## src/rtl/core/tsct_pkg.sv

```systemverilog
`default_nettype none
// ----------------------------------------------------------------------------
// tsct_pkg
// Shared types and codes for the tick-sorted command table.
// ----------------------------------------------------------------------------
package tsct_pkg;

  typedef enum logic [1:0] {
    CMD_RECORD = 2'd0,
    CMD_FIND   = 2'd1,
    CMD_CLEAR  = 2'd2,
    CMD_RSVD   = 2'd3
  } cmd_e;

  typedef enum logic [1:0] {
    ST_OK        = 2'd0,
    ST_NOT_FOUND = 2'd1,
    ST_FULL      = 2'd2,
    ST_BAD_OP    = 2'd3
  } status_e;

  typedef enum logic [3:0] {
    DP_NOP,
    DP_LOAD,
    DP_RD_LAST,
    DP_SRCH_INIT,
    DP_RD_MID,
    DP_SRCH_UPD,
    DP_SH_START,
    DP_SH_STEP,
    DP_INSERT,
    DP_APPEND,
    DP_RD_LO,
    DP_CLEAR,
    DP_FIND_HIT
  } dp_op_e;

  typedef enum logic [3:0] {
    S_IDLE,
    S_DISP,
    S_LAST,
    S_SRCH,
    S_SCHK,
    S_SHIFT,
    S_INSERT,
    S_FCHK
  } state_e;

  typedef struct packed {
    logic [31:0]        tick;
    logic signed [7:0]  forward;
    logic signed [7:0]  strafe;
    logic signed [7:0]  turn;
    logic signed [7:0]  look;
    logic [31:0]        buttons;
    logic [31:0]        sequence_num;
  } entry_t;

  // Controller to datapath
  typedef struct packed {
    dp_op_e  op;
    logic    resp;
    status_e status;
  } ctrl_t;

  // Datapath to controller
  typedef struct packed {
    cmd_e cmd;
    logic full;
    logic empty;
    logic older;
    logic srch_done;
    logic lo_in;
    logic tick_eq;
    logic sh_done;
  } sts_t;

endpackage
`default_nettype wire

```

## src/rtl/core/tsct_ctrl.sv

```systemverilog
`default_nettype none
// ----------------------------------------------------------------------------
// tsct_ctrl
// Sequencer for record, find and clear: binary search, shift, insert.
// ----------------------------------------------------------------------------
module tsct_ctrl (
  input  wire logic          clk_i,
  input  wire logic          rst_ni,
  input  wire logic          start,
  output logic               busy,
  output logic               strobe_o,
  input  wire tsct_pkg::sts_t sts_i,
  output tsct_pkg::ctrl_t    ctrl_o
);
  import tsct_pkg::*;

  state_e state_q, state_d;
  logic   strobe_q;

  always_ff @(posedge clk_i or negedge rst_ni) begin
    if (!rst_ni) begin
      state_q  <= S_IDLE;
      strobe_q <= 1'b0;
    end else begin
      state_q  <= state_d;
      strobe_q <= ctrl_o.resp;
    end
  end

  assign busy     = (state_q != S_IDLE);
  assign strobe_o = strobe_q;

  always_comb begin
    state_d       = state_q;
    ctrl_o.op     = DP_NOP;
    ctrl_o.resp   = 1'b0;
    ctrl_o.status = ST_OK;
    unique case (state_q)
      S_IDLE: begin
        if (start) begin
          ctrl_o.op = DP_LOAD;
          state_d   = S_DISP;
        end
      end
      S_DISP: begin
        unique case (sts_i.cmd)
          CMD_RECORD: begin
            if (sts_i.full) begin
              ctrl_o.resp   = 1'b1;
              ctrl_o.status = ST_FULL;
              state_d       = S_IDLE;
            end else if (sts_i.empty) begin
              ctrl_o.op   = DP_APPEND;
              ctrl_o.resp = 1'b1;
              state_d     = S_IDLE;
            end else begin
              ctrl_o.op = DP_RD_LAST;
              state_d   = S_LAST;
            end
          end
          CMD_FIND: begin
            ctrl_o.op = DP_SRCH_INIT;
            state_d   = S_SRCH;
          end
          CMD_CLEAR: begin
            ctrl_o.op   = DP_CLEAR;
            ctrl_o.resp = 1'b1;
            state_d     = S_IDLE;
          end
          default: begin
            ctrl_o.resp   = 1'b1;
            ctrl_o.status = ST_BAD_OP;
            state_d       = S_IDLE;
          end
        endcase
      end
      S_LAST: begin
        if (sts_i.older) begin
          ctrl_o.op = DP_SRCH_INIT;
          state_d   = S_SRCH;
        end else begin
          ctrl_o.op   = DP_APPEND;
          ctrl_o.resp = 1'b1;
          state_d     = S_IDLE;
        end
      end
      S_SRCH: begin
        if (!sts_i.srch_done) begin
          ctrl_o.op = DP_RD_MID;
          state_d   = S_SCHK;
        end else if (sts_i.cmd == CMD_RECORD) begin
          ctrl_o.op = DP_SH_START;
          state_d   = S_SHIFT;
        end else if (sts_i.lo_in) begin
          ctrl_o.op = DP_RD_LO;
          state_d   = S_FCHK;
        end else begin
          ctrl_o.resp   = 1'b1;
          ctrl_o.status = ST_NOT_FOUND;
          state_d       = S_IDLE;
        end
      end
      S_SCHK: begin
        ctrl_o.op = DP_SRCH_UPD;
        state_d   = S_SRCH;
      end
      S_SHIFT: begin
        ctrl_o.op = DP_SH_STEP;
        if (sts_i.sh_done) begin
          state_d = S_INSERT;
        end
      end
      S_INSERT: begin
        ctrl_o.op   = DP_INSERT;
        ctrl_o.resp = 1'b1;
        state_d     = S_IDLE;
      end
      S_FCHK: begin
        ctrl_o.resp = 1'b1;
        state_d     = S_IDLE;
        if (sts_i.tick_eq) begin
          ctrl_o.op = DP_FIND_HIT;
        end else begin
          ctrl_o.status = ST_NOT_FOUND;
        end
      end
      default: state_d = S_IDLE;
    endcase
  end

endmodule
`default_nettype wire

```

## config.mk

```make
export PLATFORM = sky130hd
export DESIGN_NAME = tsct_ctrl
export DESIGN_NICKNAME = d
export VERILOG_FILES = /design/src/rtl/core/tsct_pkg.sv /design/src/rtl/core/tsct_ctrl.sv
export SDC_FILE = /design/constraint.sdc
export NUM_CORES = 1
export LEC_CHECK = 0
export ABC_CLOCK_PERIOD_IN_PS = 3300
export BUFFER_PORTS_ARGS = -buffer_cell sky130_fd_sc_hd__buf_2
export CORE_AREA = 2 2 39 41
export CTS_BUF_LIST = sky130_fd_sc_hd__clkbuf_2 sky130_fd_sc_hd__clkbuf_4 sky130_fd_sc_hd__clkbuf_8
export CTS_CLUSTER_DIAMETER = 80
export DETAILED_ROUTE_END_ITERATION = 8
export DIE_AREA = 0 0 41 43
export PLACE_DENSITY = 0.73
export SLEW_MARGIN = 20
export SYNTH_ARGS = -nofsm -noshare
export SYNTH_HDL_FRONTEND = slang
export SYNTH_SLANG_ARGS = --single-unit
```

## constraint.sdc

```tcl
create_clock -name clk_i -period 3.3 [get_ports clk_i]
set_input_delay 0.33 -clock clk_i [delete_from_list [all_inputs] [get_ports clk_i]]
set_output_delay 0.33 -clock clk_i [all_outputs]
set_load 0.1 [all_outputs]
```

==> results of run 1 <==
## per-layer routing
| metal | GRT usage (%) | routed length, µm | share of wire, % | vias to the layer above |
|---|---|---|---|---|
| met1 | 22.6 | 549 | 44 | 266 |
| met2 | 25.6 | 600 | 48 | 24 |
| met4 | 10.0 | 0 | 0 | 0 |
| met5 | 0 | 0 | 0 | - |
| li1 | - | - | - | 293 |
| met3 | 3.66 | 110 | 8.7 | 0 |
## repair_timing
action,4_1_cts,5_1_grt
resized for setup,0,0
hold buffers,1,0
hold endpoints to repair,4,0
## cells in the final DEF, fill, tap and decap left out, types with 3 or more instances in the layout
| master | netlist | routed |
|---|---|---|
| ha_1 | 4 | 4 |
| nand2b_1 | 3 | 3 |
| clkbuf_4 | 0 | 3 |
| inv_1 | 7 | 7 |
| buf_2 | 0 | 20 |
| nor2b_1 | 4 | 4 |
| a21oi_1 | 4 | 4 |
| dfrtp_1 | 4 | 4 |
| o21ai_0 | 5 | 4 |
| nand2_1 | 3 | 3 |
## critical path: cells and delay by family, from the launching register on
| family | cells | cell delay (ns) |
|---|---|---|
| buffers and inverters | 1 | 0.47 |
| flip-flops | 1 | 0.58 |
| AND/OR/NAND/NOR | 1 | 0.31 |
| AO/OA/AOI/OAI | 2 | 0.36 |
## metrics by stage
stage / cell area [µm²] / hold WS [ns] / utilization (%) / std cells
2_1_floorplan: 566 / 0.0344 / - / 69
3_3_place_gp: 644 / 0.135 / 46.6 / 101
3_5_place_dp: 644 / 0.136 / 46.6 / 101
4_1_cts: 677 / 0.430 / 48.9 / 105
5_1_grt: 677 / 0.463 / 48.9 / 105
6_report: 677 / 0.433 / 48.9 / 105
## state kept, by name (all words and copies together), names as in the netlist
register  cells
state_q       3
strobe_o      1
## kinds of logic after synthesis
| family | share of synthesized area [%] |
|---|---|
| AND/OR/NAND/NOR | 31.1 |
| buffers and inverters | 12.8 |
| multiplexers | 2.01 |
| AO/OA/AOI/OAI | 27.3 |
| flip-flops | 17.9 |
| adder cells (fa/ha/maj) | 8.95 |
## worst max-delay path by stage
stage	slack [ns]	endpoint	cells after the start	from
after floorplan	0.57	ctrl_o[0]	5	sts_i[8]
after global placement	1.14	ctrl_o[0]	7	sts_i[7]
after detailed placement	1.07	ctrl_o[0]	7	sts_i[7]
after CTS	1.01	ctrl_o[2]	4	state_q[2]
after global routing	0.90	ctrl_o[2]	4	state_q[2]
final	1.02	ctrl_o[2]	4	state_q[2]
## area by class of cell
| cell class | count | area share (%) |
|---|---|---|
| Sequential cell | 4 | 14.8 |
| Clock buffer | 3 | 3.33 |
| Multi-Input combinational cell | 53 | 58.2 |
| Tap cell | 16 | 2.96 |
| Inverter | 8 | 4.44 |
| Timing Repair Buffer | 21 | 16.3 |
==> metrics.yaml, run 1 <==
clkSlewWorstSetupHoldPaths_ns: 0.04
number_of_enable_flip_flop_cells_after_synthesis: 0
rrSetupSlack_ns: 1.75
fmax_ghz: 0.439
track_usage_pct: 17.5
first_iter_violations: 17
final_worst_path_period_share_pct: 69.1
synth.cell_area_um2: 559
number_of_buffers_added_by_the_clock_tree_synthesis_step: 3
clockRootBuffer: "clkbuf_4"
multiInputGateArea_um2: 394
r2r_cells: 3
grt_setup_unrepaired: "false"
synth_top_area_share_pct: 17.9
wire_per_inst_um: 12.0
post-cts-setup-buffers: 0
fp.coreArea_mm2: 0.00138
maxCapViolCount: 0
holdCritPathClass: "primary input to asynchronous set/reset pin"
worstPathMaxFanout: 18
crit_path_max_cell_delay_ns: 0.58
io-pin-count: 21
slew_viol_final: 0
place.port_buffers: 20
crit_path_cell_trace: "nor3b_4, o21ai_0, o211ai_1, buf_2"
dr_total_vias: 583
worst_ep_arrival_time_ns: 1.95
gr-total-overflow: 0
synthesis.yosys.warnings: 0
dp_hpwl_um: 996
critPathRequiredTime_ns: 2.97
ys_dominant_reg_cell: "dfrtp_1"
drt_pre_antenna_iters: 4
synth.net_count: 85
clock-skew-final_ns: 0.00381
placement_rows: 14
syn-instance-count: 69
first_global_vias: 530
area_delta_synth_final_pct: 21.0
worst_slew_margin_rel_pct: 61.1
setup.worst_path.class: "flip-flop to output pin"
yosysMostFrequentCell: "inv_1"
filler_cell_count: 141
cts.htree.levels: 1
regToRegEndpoint: "state_q[1]"
transition_time_at_the_pin_with_the_least_slew_margin_ns: 0.584
cell_with_the_largest_stage_delay_on_the_worst_path: "dfrtp_1"
synth_top_cells_by_count: "inv_1, o21ai_0"
final.setup.worst_slack_ns: 1.02
postRouteAntennaNets: 0
final-seq-area_um2: 100
worstSetupEndpointType: "output pin"
gpl.final_weighted_congestion: 0.826
grt_first_pass_wirelength_um: 2150
synth.ff_latch_count: 4
hold_violation_count_in_the_final_report: 0
insertedDiodeCount: 0
pre_cts_ws_ns: 1.07
chipWidth_um: 41
layout-drive-gt1-share_pct: 32.6
yosysUniqueCellTypes: 33
netlist.top_cell.by_area: "dfrtp_1"
grt_start_max_net_pins: 19
design.die.area_mm2: 0.00176
route.detailed.drc: 0
final_period_minus_worst_setup_slack_ns: 2.28
worstSkewPairLatency_ns: 0.23
number_of_antenna_violations_at_the_first_check_in_global_routing: 0
nNetsFinal: 107
initial_core_util_pct: 40.4
final_sum_of_negative_setup_slack_ns: 0
cts.sinks: 4
regToRegStartpoint: "state_q[2]"
outcome: "finished clean"
cell_types_occupying_the_most_area_after_synthesis: "dfrtp_1, ha_1, buf_6"
synth.avg_cell_area_um2: 8.11
synth.yosys.seq_area_share_pct: 17.9
tritoncts: "built"
detail_route.wirelength_um: 1260
cts-root-to-sink-buffers: 2
die_y_um: 43
timing.critical_path.from_type: "flip-flop"
async_reset_ff_share_pct: 100
avgViaCountPerCell: 5.55
setup_viol_count_final: 0
Power of run 1 is not shown: default switching activity piles up to over one toggle a cycle in this logic, so the estimate is an artifact.
==> run 2: changes to the inputs <==
--- a/config.mk
+++ b/config.mk
@@ -5,7 +5,7 @@
 export SDC_FILE = /design/constraint.sdc
 export NUM_CORES = 1
 export LEC_CHECK = 0
-export ABC_CLOCK_PERIOD_IN_PS = 3300
+export ABC_CLOCK_PERIOD_IN_PS = 2200
 export BUFFER_PORTS_ARGS = -buffer_cell sky130_fd_sc_hd__buf_2
 export CORE_AREA = 2 2 39 41
 export CTS_BUF_LIST = sky130_fd_sc_hd__clkbuf_2 sky130_fd_sc_hd__clkbuf_4 sky130_fd_sc_hd__clkbuf_8
==> constraint.sdc (replaced) <==
create_clock -name clk_i -period 2.2 [get_ports clk_i]
set_input_delay 0.22 -clock clk_i [delete_from_list [all_inputs] [get_ports clk_i]]
set_output_delay 0.22 -clock clk_i [all_outputs]
set_load 0.1 [all_outputs]
==> run 2 against run 1 <==
Against the previous run:
- first-iteration DRC count shrank 53%
- sequential cell count unchanged
- non-clock buffer count grew 1
- setup slack worse by 0.89 ns
- hold slack got worse by 0.099 ns
- die area did not move
- global-route usage is 0.35 points lower
- via count is 0.69% higher
- critical path type unchanged
==> metrics.yaml, run 2 (synthesized netlist as in run 1, its figures left out) <==
outcome: "finished clean"
nNetsFinal: 108
final_sum_of_negative_setup_slack_ns: 0
hold_violation_count_in_the_final_report: 0
grt_setup_unrepaired: "false"
setup_viol_count_final: 0
design.die.area_mm2: 0.00176
tritoncts: "built"
clockRootBuffer: "clkbuf_4"
area_delta_synth_final_pct: 29.5
die_y_um: 43
timing.critical_path.from_type: "flip-flop"
cell_with_the_largest_stage_delay_on_the_worst_path: "dfrtp_1"
grt_first_pass_wirelength_um: 2080
place.port_buffers: 20
fp.coreArea_mm2: 0.00138
registers.top_by_ff_count: "state_q"
cts.sinks: 4
clkSlewWorstSetupHoldPaths_ns: 0.04
worst_ep_arrival_time_ns: 1.85
chipWidth_um: 41
final_worst_path_period_share_pct: 93.9
drt_pre_antenna_iters: 4
first_global_vias: 541
setup.worst_path.class: "flip-flop to output pin"
cts-root-to-sink-buffers: 2
avgViaCountPerCell: 5.54
placement_rows: 14
gpl.final_weighted_congestion: 0.764
io-pin-count: 21
wire_per_inst_um: 12.5
largest_register_ffs: 3
holdCritPathClass: "primary input to asynchronous set/reset pin"
critPathRequiredTime_ns: 1.98
slew_viol_final: 0
insertedDiodeCount: 0
gr-total-overflow: 0
worst_slew_margin_rel_pct: 67.9
cts.htree.levels: 1
initial_core_util_pct: 40.4
dr_total_vias: 587
post-cts-setup-buffers: 0
mostFrequentLayoutCell: "buf_2"
number_of_buffers_added_by_the_clock_tree_synthesis_step: 3
grt_start_max_net_pins: 15
layout-drive-gt1-share_pct: 35.6
number_of_antenna_violations_at_the_first_check_in_global_routing: 0
crit_path_cell_trace: "and3b_1, and3_1, a221o_1, buf_2"
route.detailed.drc: 0
transition_time_at_the_pin_with_the_least_slew_margin_ns: 0.485
r2r_cells: 3
dp_hpwl_um: 1010
crit_path_max_cell_delay_ns: 0.62
clock-skew-final_ns: 0.00804
first_iter_violations: 8
worstSetupEndpointType: "output pin"
worstSkewPairLatency_ns: 0.24
track_usage_pct: 17.1
worstPathMaxFanout: 13
maxCapViolCount: 0
postRouteAntennaNets: 0
detail_route.wirelength_um: 1320
layout.cells.most_common_list: "buf_2, inv_1"
fmax_ghz: 0.484
final_period_minus_worst_setup_slack_ns: 2.07
## run 2: cell types whose count changed in the layout (fill, tap and decap cells not counted), sizes merged
cell	delta
buf	+1
## run 2: path summary, 6_finish.rpt
| kind | start | to | slack (ns) |
|---|---|---|---|
| worst min register to register | state_q[2] | state_q[1] | 0.77 |
| worst max register to register | state_q[2] | state_q[1] | 0.73 |
| worst min-delay path | rst_ni | state_q[0] | 0.33 |
| worst max-delay path | state_q[1] | ctrl_o[6] | 0.13 |
| max in group asynchronous | rst_ni | strobe_o | 1.74 |
| min in group clk_i | start | state_q[1] | 0.35 |
## run 2: cell type report
cell class	count	area, µm²
sequential	4	100
inverter	8	30.0
clock buffer	3	22.5
tap	16	20.0
multi-input combinational	53	404
fill	135	659
timing repair buffer	22	148
## run 2: what timing repair did
item | 4_1_cts | 5_1_grt
gates resized for setup | 0 | 0
hold buffers | 1 | 0
endpoints found under the hold margin | 4 | 0
## run 2: routing by layer
metal	part of all wire [%]	wire length (µm)	track usage, %	vias up
met2	51	677	28.1	16
met1	43	571	19.9	275
li1	-	-	-	296
met4	0	0	6.00	0
met5	0	0	0	-
met3	5.7	75	5.24	0
## run 2: through the flow
step,instances,setup WS (ns),instance area [µm²],hold slack [ns],util [%]
floorplan,69,-0.393,576,-0.0756,-
global placement,102,0.317,692,0.0251,50.0
detailed placement,102,0.289,692,0.0274,50.0
CTS,106,0.129,724,0.310,52.4
global route,106,0.0405,724,0.352,52.4
finish,106,0.135,724,0.333,52.4
## run 2: worst max-delay path, delay by kind of cell (launching register included)
| kind | cells | cell delay (ns) |
|---|---|---|
| AOI/OAI and AO/OA | 1 | 0.10 |
| buffers and inverters | 1 | 0.42 |
| DFF | 1 | 0.62 |
| and+or+nand+nor | 2 | 0.47 |
Power of run 2 is left out for the same reason.
==> run 3: changes to the inputs <==
==> constraint.sdc (replaced) <==
create_clock -name clk_i -period 2.2 [get_ports clk_i]
set_input_delay 0.44 -clock clk_i [delete_from_list [all_inputs] [get_ports clk_i]]
set_output_delay 0.44 -clock clk_i [all_outputs]
set_load 0.1 [all_outputs]
==> run 3 against run 2 <==
Against the previous run:
- sequential cell count did not move
- sequential share of layout area fell by 2.9 points
- utilization rose by 15 points
- critical path depth rose by 3
- via count rose by 7.5%
- register-to-register slack improved by 0.07 ns
- die area did not move
- critical path type is now primary input to output pin
==> metrics.yaml, run 3 (synthesized netlist as in run 1, its figures left out) <==
place.port_buffers: 20
postRouteAntennaNets: 0
design.die.area_mm2: 0.00176
fin_hold_ws_ns: 0.546
layout.cells.most_common_list: "buf_2, buf_4, buf_12, inv_1"
detail_route.wirelength_um: 1620
drt_pre_antenna_iters: 4
worstPathMaxFanout: 2
fmax_ghz: 0.465
track_usage_pct: 20.9
gr-total-overflow: 0
layout-drive-gt1-share_pct: 51.5
chipWidth_um: 41
rrSetupSlack_ns: 0.80
worstSetupEndpointType: "output pin"
r2r_cells: 3
hold_violation_count_in_the_final_report: 0
nNetsFinal: 117
insertedDiodeCount: 0
final_worst_path_period_share_pct: 97.8
setup.worst_path.class: "primary input to output pin"
cts-root-to-sink-buffers: 2
initial_core_util_pct: 40.4
outcome: "finished clean"
grt_start_max_net_pins: 14
first_iter_violations: 9
mostFrequentLayoutCell: "buf_2"
clockRootBuffer: "clkbuf_4"
final_period_minus_worst_setup_slack_ns: 2.15
dp_hpwl_um: 1220
tritoncts: "built"
holdCritPathClass: "primary input to asynchronous set/reset pin"
largest_register_ffs: 3
cts.htree.levels: 1
timing.critical_path.from_type: "primary input"
area_delta_synth_final_pct: 66.4
registers.top_by_ff_count: "state_q"
grt_setup_unrepaired: "false"
io-pin-count: 21
transition_time_at_the_pin_with_the_least_slew_margin_ns: 0.483
slew_viol_final: 0
critPathRequiredTime_ns: 1.76
avgViaCountPerCell: 5.49
worstSkewPairLatency_ns: 0.24
gpl.final_weighted_congestion: 0.831
maxCapViolCount: 0
wire_per_inst_um: 14.0
number_of_antenna_violations_at_the_first_check_in_global_routing: 0
placement_rows: 14
filler_cell_count: 108
dr_total_vias: 631
worst_ep_arrival_time_ns: 1.71
final_sum_of_negative_setup_slack_ns: 0
grt_first_pass_wirelength_um: 2480
clock-skew-final_ns: 0.00137
fp.coreArea_mm2: 0.00138
worst_slew_margin_rel_pct: 68.0
cts.sinks: 4
die_y_um: 43
clkSlewWorstSetupHoldPaths_ns: 0.04
route.detailed.drc: 0
setup_viol_count_final: 0
first_global_vias: 591
number_of_buffers_added_by_the_clock_tree_synthesis_step: 3
[run 3: cell count changes in the layout (fill, tap and decap cells not counted), moves of 2 or more]
| cell | delta |
|---|---|
| buf_12 | +5 |
| inv_2 | +2 |
| inv_1 | -2 |
| ha_1 | -2 |
| nor3b_1 | -2 |
| buf_4 | +8 |
| buf_2 | -5 |
[run 3: final timing paths]
| check | from | endpoint |
|---|---|---|
| setup / recovery | sts_i[8] | ctrl_o[6] |
| max in group asynchronous | rst_ni | state_q[0] |
| hold reg to reg | state_q[1] | state_q[1] |
| hold / removal | rst_ni | state_q[1] |
| setup reg to reg | state_q[2] | state_q[0] |
| min in group clk_i | start | state_q[1] |
[run 3: final cells by class]
class                           count  area [µm²]  share of cell area, %
Clock buffer                        3        22.5                   2.42
Inverter                            8        30.0                   3.23
Multi-Input combinational cell     53         463                   49.7
Sequential cell                     4         101                   10.9
Tap cell                           16        20.0                   2.15
Timing Repair Buffer               31         294                   31.6
[run 3: timing repair]
| item | CTS | global route |
|---|---|---|
| hold buffers | 1 | 0 |
| buffers inserted | 1 | 0 |
| pin swaps | 5 | 4 |
| endpoints found under the hold margin | 4 | 0 |
| resized for setup | 9 | 3 |
| endpoints found under the setup margin | 3 | 5 |
[run 3: per-layer routing]
layer  GRT usage, %  routed length, µm  vias up
met5              0                  0        -
met4           8.00                  8        0
met3           3.66                 66        2
met2           34.7                878       18
met1           25.2                662      294
li1               -                  -      317
[run 3: worst max-delay path: stages]
cell     delay [ns]
buf_2          0.09
inv_2          0.05
ha_4           0.15
and3b_1        0.17
mux2_2         0.26
a221o_2        0.38
buf_12         0.17
[run 3: metrics by stage]
stage	std cells	utilization, %	cell area [µm²]	setup slack (ns)
after global routing	115	67.3	931	0.00891
after global placement	110	61.0	845	-0.185
final	115	67.3	931	0.0493
after floorplan	69	-	608	-0.548
after detailed placement	110	61.0	845	-0.169
after CTS	115	66.5	920	0.00369
Power of run 3 is left out for the same reason.
